<file path="config.mk">
export PLATFORM = sky130hd
export DESIGN_NAME = vector_median_subtract
export DESIGN_NICKNAME = d
export VERILOG_FILES = /design/src/hw/rtl/vms_pkg.sv /design/src/hw/rtl/vector_median_subtract.sv /design/src/hw/rtl/vms_ram.sv
export SDC_FILE = /design/constraint.sdc
export NUM_CORES = 1
export LEC_CHECK = 0
export ABC_AREA = 0
export BUFFER_PORTS_ARGS = -buffer_cell sky130_fd_sc_hd__buf_2
export CORE_MARGIN = 8
export CORE_UTILIZATION = 57
export DETAILED_ROUTE_END_ITERATION = 12
export PLACE_DENSITY_LB_ADDON = 0.08
export SYNTH_ARGS = -nofsm -noshare
export SYNTH_HDL_FRONTEND = slang
export SYNTH_SLANG_ARGS = --single-unit
</file>
<file path="constraint.sdc">
create_clock -name aclk -period 5.3 [get_ports aclk]
set_clock_uncertainty 0.15 [all_clocks]
set_input_delay 0.53 -clock aclk [delete_from_list [all_inputs] [get_ports aclk]]
set_output_delay 0.53 -clock aclk [all_outputs]
set_load 0.01 [all_outputs]
</file>
<file path="src/hw/rtl/vms_pkg.sv">
package vms_pkg;

    localparam int SAMPLE_W = 16;
    localparam int RESULT_W = 18;
    localparam int LEN_W    = 6;

    localparam logic [LEN_W-1:0] VEC_LEN_RST = 6'd32;

    typedef enum logic [7:0] {
        ST_IDLE  = 8'b0000_0001,
        ST_CAND  = 8'b0000_0010,
        ST_LOAD  = 8'b0000_0100,
        ST_SWEEP = 8'b0000_1000,
        ST_EVAL  = 8'b0001_0000,
        ST_ORD   = 8'b0010_0000,
        ST_OCALC = 8'b0100_0000,
        ST_OWAIT = 8'b1000_0000
    } state_t;

endpackage

</file>
<file path="src/hw/rtl/vector_median_subtract.sv">
// Median subtraction over one vector of n samples (n = vec_len, clamped to 1..MAX_LEN).
// Samples are taken one per cycle while s_ready is high; the closing sample starts a
// rank-count median search over the buffer RAM (one RAM read per compare); each of the n
// results then goes through ST_ORD, ST_OCALC and ST_OWAIT, where it waits for m_ready.
// aresetn is synchronous, active low: clears control state and the sample count, sets
// vec_len to 32. The sample buffer is not cleared.
module vector_median_subtract #(
    parameter int MAX_LEN = 32
) (
    input  logic                                 aclk,
    input  logic                                 aresetn,
    input  logic                                 cfg_we,
    input  logic [vms_pkg::LEN_W-1:0]            cfg_wdata,
    input  logic                                 s_valid,
    output logic                                 s_ready,
    input  logic signed [vms_pkg::SAMPLE_W-1:0]  s_sample,
    output logic                                 m_valid,
    input  logic                                 m_ready,
    output logic signed [vms_pkg::RESULT_W-1:0]  m_centered_x2,
    output logic                                 m_last
);

    localparam int AW = (MAX_LEN > 1) ? $clog2(MAX_LEN) : 1;
    localparam int CW = $clog2(MAX_LEN + 1);
    localparam int SW = vms_pkg::SAMPLE_W;
    localparam int RW = vms_pkg::RESULT_W;

    vms_pkg::state_t state_reg, state_next;

    logic [vms_pkg::LEN_W-1:0] vec_len_reg;
    logic [CW-1:0]  fill_reg, fill_next;
    logic [CW-1:0]  n_reg, n_next;
    logic [AW-1:0]  cand_idx_reg, cand_idx_next;
    logic [CW-1:0]  sweep_reg, sweep_next;
    logic [CW-1:0]  less_reg, less_next;
    logic [CW-1:0]  eq_reg, eq_next;
    logic [AW-1:0]  out_idx_reg, out_idx_next;
    logic [SW-1:0]  cand_val_reg, cand_val_next;
    logic [SW-1:0]  lo_reg, lo_next;
    logic [SW-1:0]  hi_reg, hi_next;
    logic           m_valid_reg, m_valid_next;
    logic [RW-1:0]  m_data_reg, m_data_next;
    logic           m_last_reg, m_last_next;

    logic           ram_we;
    logic [AW-1:0]  ram_raddr;
    logic [SW-1:0]  ram_rdata;

    logic [6:0]     eff_len;
    logic [CW-1:0]  fill_inc;
    logic [CW-1:0]  rank_lo, rank_hi;
    logic [CW:0]    rank_top;
    logic           hit_lo, hit_hi;
    logic [RW-1:0]  med2, samp2;

    always_comb begin
        if (vec_len_reg == '0) begin
            eff_len = 7'd1;
        end else if ({1'b0, vec_len_reg} > 7'(MAX_LEN)) begin
            eff_len = 7'(MAX_LEN);
        end else begin
            eff_len = {1'b0, vec_len_reg};
        end
    end

    assign s_ready  = (state_reg == vms_pkg::ST_IDLE);
    assign ram_we   = s_valid && s_ready;
    assign fill_inc = fill_reg + 1'b1;

    assign rank_lo  = (n_reg - 1'b1) >> 1;
    assign rank_hi  = n_reg >> 1;
    assign rank_top = {1'b0, less_reg} + {1'b0, eq_reg};
    assign hit_lo   = (less_reg <= rank_lo) && ({1'b0, rank_lo} < rank_top);
    assign hit_hi   = (less_reg <= rank_hi) && ({1'b0, rank_hi} < rank_top);

    assign med2  = {{2{lo_reg[SW-1]}}, lo_reg} + {{2{hi_reg[SW-1]}}, hi_reg};
    assign samp2 = {ram_rdata[SW-1], ram_rdata, 1'b0};

    vms_ram #(
        .WIDTH (SW),
        .DEPTH (MAX_LEN)
    ) u_buf (
        .aclk  (aclk),
        .we    (ram_we),
        .waddr (fill_reg[AW-1:0]),
        .wdata (s_sample),
        .raddr (ram_raddr),
        .rdata (ram_rdata)
    );

    always_comb begin
        state_next    = state_reg;
        fill_next     = fill_reg;
        n_next        = n_reg;
        cand_idx_next = cand_idx_reg;
        sweep_next    = sweep_reg;
        less_next     = less_reg;
        eq_next       = eq_reg;
        out_idx_next  = out_idx_reg;
        cand_val_next = cand_val_reg;
        lo_next       = lo_reg;
        hi_next       = hi_reg;
        m_valid_next  = m_valid_reg;
        m_data_next   = m_data_reg;
        m_last_next   = m_last_reg;
        ram_raddr     = cand_idx_reg;

        unique case (state_reg)
            vms_pkg::ST_IDLE: begin
                if (s_valid) begin
                    if (7'(fill_inc) >= eff_len) begin
                        n_next        = fill_inc;
                        cand_idx_next = '0;
                        state_next    = vms_pkg::ST_CAND;
                    end else begin
                        fill_next = fill_inc;
                    end
                end
            end
            vms_pkg::ST_CAND: begin
                ram_raddr  = cand_idx_reg;
                state_next = vms_pkg::ST_LOAD;
            end
            vms_pkg::ST_LOAD: begin
                cand_val_next = ram_rdata;
                ram_raddr     = '0;
                sweep_next    = CW'(1);
                less_next     = '0;
                eq_next       = '0;
                state_next    = vms_pkg::ST_SWEEP;
            end
            vms_pkg::ST_SWEEP: begin
                ram_raddr = sweep_reg[AW-1:0];
                if ($signed(ram_rdata) < $signed(cand_val_reg)) begin
                    less_next = less_reg + 1'b1;
                end
                if (ram_rdata == cand_val_reg) begin
                    eq_next = eq_reg + 1'b1;
                end
                if (sweep_reg == n_reg) begin
                    state_next = vms_pkg::ST_EVAL;
                end else begin
                    sweep_next = sweep_reg + 1'b1;
                end
            end
            vms_pkg::ST_EVAL: begin
                if (hit_lo) begin
                    lo_next = cand_val_reg;
                end
                if (hit_hi) begin
                    hi_next = cand_val_reg;
                end
                if (CW'(cand_idx_reg) == n_reg - 1'b1) begin
                    out_idx_next = '0;
                    state_next   = vms_pkg::ST_ORD;
                end else begin
                    cand_idx_next = cand_idx_reg + 1'b1;
                    state_next    = vms_pkg::ST_CAND;
                end
            end
            vms_pkg::ST_ORD: begin
                ram_raddr  = out_idx_reg;
                state_next = vms_pkg::ST_OCALC;
            end
            vms_pkg::ST_OCALC: begin
                m_data_next  = samp2 - med2;
                m_last_next  = (CW'(out_idx_reg) == n_reg - 1'b1);
                m_valid_next = 1'b1;
                state_next   = vms_pkg::ST_OWAIT;
            end
            vms_pkg::ST_OWAIT: begin
                if (m_ready) begin
                    m_valid_next = 1'b0;
                    if (m_last_reg) begin
                        fill_next  = '0;
                        state_next = vms_pkg::ST_IDLE;
                    end else begin
                        out_idx_next = out_idx_reg + 1'b1;
                        state_next   = vms_pkg::ST_ORD;
                    end
                end
            end
            default: begin
                state_next = vms_pkg::ST_IDLE;
            end
        endcase
    end

    always_ff @(posedge aclk) begin
        if (!aresetn) begin
            state_reg   <= vms_pkg::ST_IDLE;
            vec_len_reg <= vms_pkg::VEC_LEN_RST;
            fill_reg    <= '0;
            m_valid_reg <= 1'b0;
        end else begin
            state_reg   <= state_next;
            fill_reg    <= fill_next;
            m_valid_reg <= m_valid_next;
            if (cfg_we) begin
                vec_len_reg <= cfg_wdata;
            end
        end
    end

    always_ff @(posedge aclk) begin
        n_reg        <= n_next;
        cand_idx_reg <= cand_idx_next;
        sweep_reg    <= sweep_next;
        less_reg     <= less_next;
        eq_reg       <= eq_next;
        out_idx_reg  <= out_idx_next;
        cand_val_reg <= cand_val_next;
        lo_reg       <= lo_next;
        hi_reg       <= hi_next;
        m_data_reg   <= m_data_next;
        m_last_reg   <= m_last_next;
    end

    assign m_valid       = m_valid_reg;
    assign m_centered_x2 = m_data_reg;
    assign m_last        = m_last_reg;

endmodule

</file>
<file path="src/hw/rtl/vms_ram.sv">
module vms_ram #(
    parameter int WIDTH = 16,
    parameter int DEPTH = 32
) (
    input  logic                                        aclk,
    input  logic                                        we,
    input  logic [(DEPTH > 1 ? $clog2(DEPTH) : 1)-1:0]  waddr,
    input  logic [WIDTH-1:0]                            wdata,
    input  logic [(DEPTH > 1 ? $clog2(DEPTH) : 1)-1:0]  raddr,
    output logic [WIDTH-1:0]                            rdata
);

    logic [WIDTH-1:0] mem [DEPTH];

    always_ff @(posedge aclk) begin
        if (we) begin
            mem[waddr] <= wdata;
        end
        rdata <= mem[raddr];
    end

endmodule

</file>
== Word level (Yosys, flattened, before mapping) ==
Memory sizes are Yosys's and may differ from the RTL's. A register that Yosys moved wholly into a read port is not among the register bits.
Cells that the tools add are included.

* Equality and inequality tests: 24
* Mux-type cells: 33
* Reductions and logical operators: 20
* $lt $le $gt $ge: 7
* $mul: 0
* Bitwise operators: 0
* $add $sub $neg: 10
* Divide/modulo/power cells: 0
* Shifts and indexed selects: 0

{| class="wikitable"
|+ Operators with widths
! kind !! number
|-
| case mux 8 bit (8 select lines) || 1
|-
| two-way mux 6 bit || 10
|-
| case mux 6 bit (2 select lines) || 4
|-
| two-way mux 8 bit || 4
|-
| two-way mux 5 bit || 6
|-
| adder 6 x 1 -> 6 bit (second input constant) || 4
|-
| inequality test 2 bit (second input constant) || 11
|-
| case mux 5 bit (2 select lines) || 2
|-
| subtractor 17 x 17 -> 18 bit || 1
|-
| adder 16 x 16 -> 17 bit || 1
|-
| equality test 16 bit || 1
|-
| < comparator 16 bit || 1
|-
| case mux 5 bit (3 select lines) || 1
|-
| < comparator 5 x 7 -> 1 bit || 2
|-
| equality test 5 x 6 -> 1 bit || 2
|-
| less-or-equal comparator 6 x 5 -> 1 bit || 2
|-
| AND reduction 2 bit || 6
|-
| AND reduction 4 bit || 3
|-
| adder 5 x 1 -> 5 bit (second input constant) || 2
|-
| nonzero test 2 bit || 5
|-
| equality test 8 x 1 -> 1 bit (second input constant) || 1
|-
| equality test 8 x 2 -> 1 bit (second input constant) || 1
|-
| equality test 8 x 3 -> 1 bit (second input constant) || 1
|-
| equality test 8 x 4 -> 1 bit (second input constant) || 1
|-
| 17 further kinds || 21
|}

* Register bits: 122
* Memories kept: 1
* Word-level logic and storage cells: 110
* Bits in writable memories: 512
* ROM bits: 0
* Latch bits: 0
* Output and inout bits: 21
* Bits of input ports: 27

{| class="wikitable"
|+ Memories
! memory !! words !! bits a word !! rd ports !! clocked after memory_dff !! wr ports !! RTL line !! text
|-
| u_buf.mem || 32 || 16 || 1 || 1 || 1 || vms_ram.sv:13 || <nowiki>logic [WIDTH-1:0] mem [DEPTH];</nowiki>
|}

== Depth between registers and ports, before layout ==
* Depth in word-level cells: 7
* Mapped depth: 13
* Mapped depth without buffers: 12

== Hierarchy ==
From an unflattened synthesis, not the netlist that was laid out.

* Cells, all modules: 1789
* Area total of the unflattened synthesis: 27806.7 µm²

{| class="wikitable"
|+ By module, submodules not included
! module !! times used !! area an instance (µm²) !! cells an instance !! seq. area each (µm²)
|-
| vms_ram || 1 || 20534.7 || 1143 || 15695.1
|-
| vector_median_subtract || 1 || 7272.0 || 646 || 3453.3
|}

== Worst setup path before layout ==
Ideal clock, no wire load.

* Path type: register to register
* Start: register less_reg[0]
* End: register hi_reg[0], enable pin
* Data arrival time: 3.671 ns
* Clock period less this slack: 4.251 ns
* Library setup time: 0.430 ns
* Slack: 1.049 ns
* Path buffers: 0
* Data required time: 4.720 ns
* Cell stages (with the launch flop): 12
* Path through: edfxtp_1 ha_1 inv_1 fa_1 ha_1 a21boi_0 o21a_1 o21ai_0 nand2b_1 a21oi_1 nor2_1 nor4_1

* Longest elaborated chain between the ends: 4
* Elaborated cells on any way between the ends: 5
* Classes of those cells: add/sub (1); order compare (2); reduce/logical (2)

{| class="wikitable"
|+ Ends and longest elaborated chain
! what !! RTL line !! text
|-
| start, declared || vector_median_subtract.sv:35 || <nowiki>logic [CW-1:0] less_reg, less_next;</nowiki>
|-
| start signal, assigned || vector_median_subtract.sv:209 || <nowiki>less_reg <= less_next;</nowiki>
|-
| adder 6 x 6 -> 7 bit || vector_median_subtract.sv:72 || <nowiki>assign rank_top = {1'b0, less_reg} + {1'b0, eq_reg};</nowiki>
|-
| < comparator 5 x 7 -> 1 bit || vector_median_subtract.sv:74 || <nowiki>assign hit_hi = (less_reg <= rank_hi) && ({1'b0, rank_hi} < rank_top);</nowiki>
|-
| logical AND 1 bit (*) || vector_median_subtract.sv:74 ||
|-
| AND reduction 2 bit (no line) (*) || -- ||
|-
| end signal, assigned || vector_median_subtract.sv:214 || <nowiki>hi_reg <= hi_next;</nowiki>
|-
| end, declared || vector_median_subtract.sv:40 || <nowiki>logic [SW-1:0] hi_reg, hi_next;</nowiki>
|}

Every way passes the cells marked *; elsewhere a longest branch is shown, timed or not.
A chain may end at the register's enable or synchronous reset.

== Final worst setup path ==
* Start: register state_reg[5]
* End: register u_buf.rdata[5], read port of u_buf.mem

* Longest elaborated chain between the ends: 2
* Elaborated cells on any way between the ends: 4
* Classes of those cells: eq/ne (3); mux (1)

{| class="wikitable"
|+ Ends and longest elaborated chain
! what !! RTL line !! text
|-
| start, declared || vector_median_subtract.sv:28 || <nowiki>vms_pkg::state_t state_reg, state_next;</nowiki>
|-
| start signal, assigned || vector_median_subtract.sv:191 || <nowiki>state_reg <= vms_pkg::ST_IDLE;</nowiki>
|-
| start signal, assigned || vector_median_subtract.sv:196 || <nowiki>state_reg <= state_next;</nowiki>
|-
| equality test 8 x 6 -> 1 bit (tied with other cells) || vector_median_subtract.sv:108 || <nowiki>unique case (state_reg)</nowiki>
|-
| case mux 5 bit (3 select lines) (*) || vector_median_subtract.sv:108 ||
|-
| end, declared || vms_ram.sv:10 || <nowiki>output logic [WIDTH-1:0] rdata</nowiki>
|}

Marks and branches as above.

==> flow_summary.ini <==
[outcome]
status = complete, no violations

[clock_network]
cts_tree = done
numCtsBuffers = 68
post_cts_resize_count = 0
clock_sink_count = 650
htree_levels = 3
cts_hold_buf = 1
postCtsSetupBuffers = 0
clkLatencyLatePin_ps = 610
cts-root-buf = clkbuf_16
clockBufferDepth = 3
cts.clk_slew.worst_paths_ps = 60

[power]
p_leak_nw = 11.1
power.density_nw_per_um2 = 351
ir_worst_vdd_uv = 291
combPwrFrac = 0.066
switching_share = 0.222
p_int_mw = 8.56
p_sw_mw = 2.45
p_seq_frac = 0.522
p_clk_frac = 0.412

[place]
io_buffers = 47
place_hpwl_mm = 43.9
place.gp.congestion = 0.875

[routing]
dr.pass1.iters = 5
num_vias = 17700
wl_per_cell_um = 23.9
drc = 0
drt_iter0_markers = 1666
wl_mm = 69.9
postRouteAntennaNets = 0
viasPerCell = 6.04

[synthesis]
syn_area_per_cell_um2 = 13.2
synth_edf_count = 613
synth_area_um2 = 28300
synth_seq_cells = 650
synth_top_area_cell = edfxtp_1
synth_area_leaders = edfxtp_1 65%, nand2_1 5.5%, ha_1 3.3%
synth_top_area_share = 0.651
ys_types = 73
async_flop_share = 0
yosysWarnings = 0
yosysSeqAreaShare = 0.677
synth_fp_nets = 2264
synthCells = 2146
ys_dominant_reg_cell = edfxtp_1

[grt]
antenna_found_initial = 0
grt_pass1_vias = 17100
gr-usage-all-layers = 0.245
grt_pass1_wl_mm = 105
grt_max_degree = 91
grt_overflow = 0

[cells_and_area]
top_register = u_buf.mem
largest_register_ff_count = 512
multi_input_area_um2 = 8180
area_growth_pct = 10.9
regArea_um2 = 19100
nNetsFinal = 2328
fillerInstances = 3706
drive_above_1_share = 0.115
diodes = 0

[floorplan]
die_width_um = 239
rows = 81
io-pin-count = 48
core_area_um2 = 49000
initial_core_util = 0.577
die_y_um = 239
die_area_um2 = 57000

[sta]
rsz0062_at_grt = false
hold_violations = 0
fmax_mhz = 230
slew_headroom = 0.183
slew_violations = 0
layout_min_cycle_time_ps = 4340
worstMarginPinSlew_ps = 1220
tns_ps = 0
timing.final.crit_share = 0.819
setup_violations = 0
fin_hold_ws_ps = 51.1

[critical_path]
start_kind = register
crit_arrival_ps = 4700
cp.required_ps = 5650
cp_max_fo = 65
crit_type = register to register
cp-end-kind = register

[min_path]
min_path_type = primary input to register

[run]
cap_violations = 0
==> per-layer routing <==
layer  GRT usage  wire length [um]
met5           0                 0
met4      0.0793              2030
met1       0.324             28700
met2       0.408             34200
met3      0.0464              4870
==> final timing paths <==
path	start	end	slack (ps)	cells after the start
worst max-delay path	state_reg[5]$_SDFFE_PN0P_	u_buf.rdata[5]$_DFF_P_	960	11
worst min-delay path	cfg_wdata[0]	vec_len_reg[0]$_SDFFE_PN0P_	50	3
worst max register to register	state_reg[5]$_SDFFE_PN0P_	u_buf.rdata[5]$_DFF_P_	960	11
worst min register to register	cand_val_reg[3]$_DFFE_PP_	lo_reg[3]$_DFFE_PP_	320	0
==> stage by stage <==
step / instances / util / total power [mW] / worst slack (ps) / cell area, um2
global placement: 2803 / 0.597 / 6.56 / 1150 / 29200
global route: 2925 / 0.640 / 11.3 / 773 / 31300
detailed placement: 2803 / 0.597 / 6.58 / 1070 / 29200
CTS: 2925 / 0.640 / 11.1 / 1060 / 31300
floorplan: 2146 / - / 6.30 / 1050 / 28300
finish: 2925 / 0.640 / 11.0 / 958 / 31300
==> power groups by stage <==
stage               clock network, mW  logic [mW]  registers, mW
floorplan                           0       0.483           5.81
global placement                    0       0.710           5.85
detailed placement                  0       0.725           5.85
CTS                              4.60       0.729           5.75
global route                     4.79       0.802           5.75
finish                           4.53       0.727           5.75
==> cells by family after synthesis <==
kind of cell | after synthesis | share of synthesized area
xor+xnor | 63 | 0.0195
buf+inv | 189 | 0.0343
compound gates | 282 | 0.0746
mux | 5 | 0.00177
simple gates | 866 | 0.148
flops | 650 | 0.677
fa+ha+maj | 91 | 0.0448
==> layout make-up <==
cell class,count,area share
timing repair buffer,110,0.0255
clock buffer,100,0.0614
tap,664,0.0265
inverter,73,0.00874
sequential,650,0.611
clock inverter,21,0.00579
multi-input combinational,1307,0.261
==> layout by cell type (no fill, tap or decap), types with 9 or more instances in the layout <==
master | netlist | routed
a21o_1 | 11 | 11
nor3_1 | 9 | 9
edfxtp_1 | 613 | 613
xor2_1 | 26 | 26
nand4_1 | 38 | 38
o21ai_0 | 18 | 18
inv_1 | 73 | 73
buf_4 | 7 | 55
nand3_1 | 145 | 145
a211oi_1 | 69 | 69
o22ai_1 | 17 | 17
clkbuf_16 | 0 | 70
a21oi_1 | 40 | 40
nand2_1 | 415 | 413
buf_2 | 32 | 47
nor2b_1 | 13 | 13
a2111oi_2 | 16 | 16
ha_1 | 74 | 74
and3_1 | 77 | 76
dfxtp_1 | 37 | 37
clkbuf_1 | 51 | 24
nor2_1 | 89 | 88
fa_1 | 17 | 17
nand3_2 | 9 | 9
a31oi_1 | 50 | 50
a311oi_1 | 17 | 17
nand2b_1 | 10 | 10
xnor2_1 | 37 | 37
==> worst max-delay path: stages, from the launching register on <==
cell and delay (ps):
dfxtp_1 580, nor4_4 120, and4b_1 390, nand2_2 180, buf_4 560, and2_4 630
buf_12 330, buf_12 260, nand2_1 80, nand3_1 90, nand4_1 280, a2111oi_2 430
==> synthesized netlist by cell type, types with 9 or more instances <==
master     number
buf_6          10
and3_1         77
edfxtp_1      613
clkbuf_1       51
nand3_2         9
xor2_1         26
a311oi_1       17
nand4_1        38
nor2_1         89
inv_1          73
nor3_1          9
nor2b_1        13
nand2_1       415
buf_2          32
a21oi_1        40
o21ai_0        18
nand2b_1       10
and2_1          9
dfxtp_1        37
fa_1           17
a211oi_1       69
nand3_1       145
a21o_1         11
o22ai_1        17
a2111oi_2      16
a31oi_1        50
ha_1           74
xnor2_1        37
No activity file was read; power rests on OpenSTA's default activity.
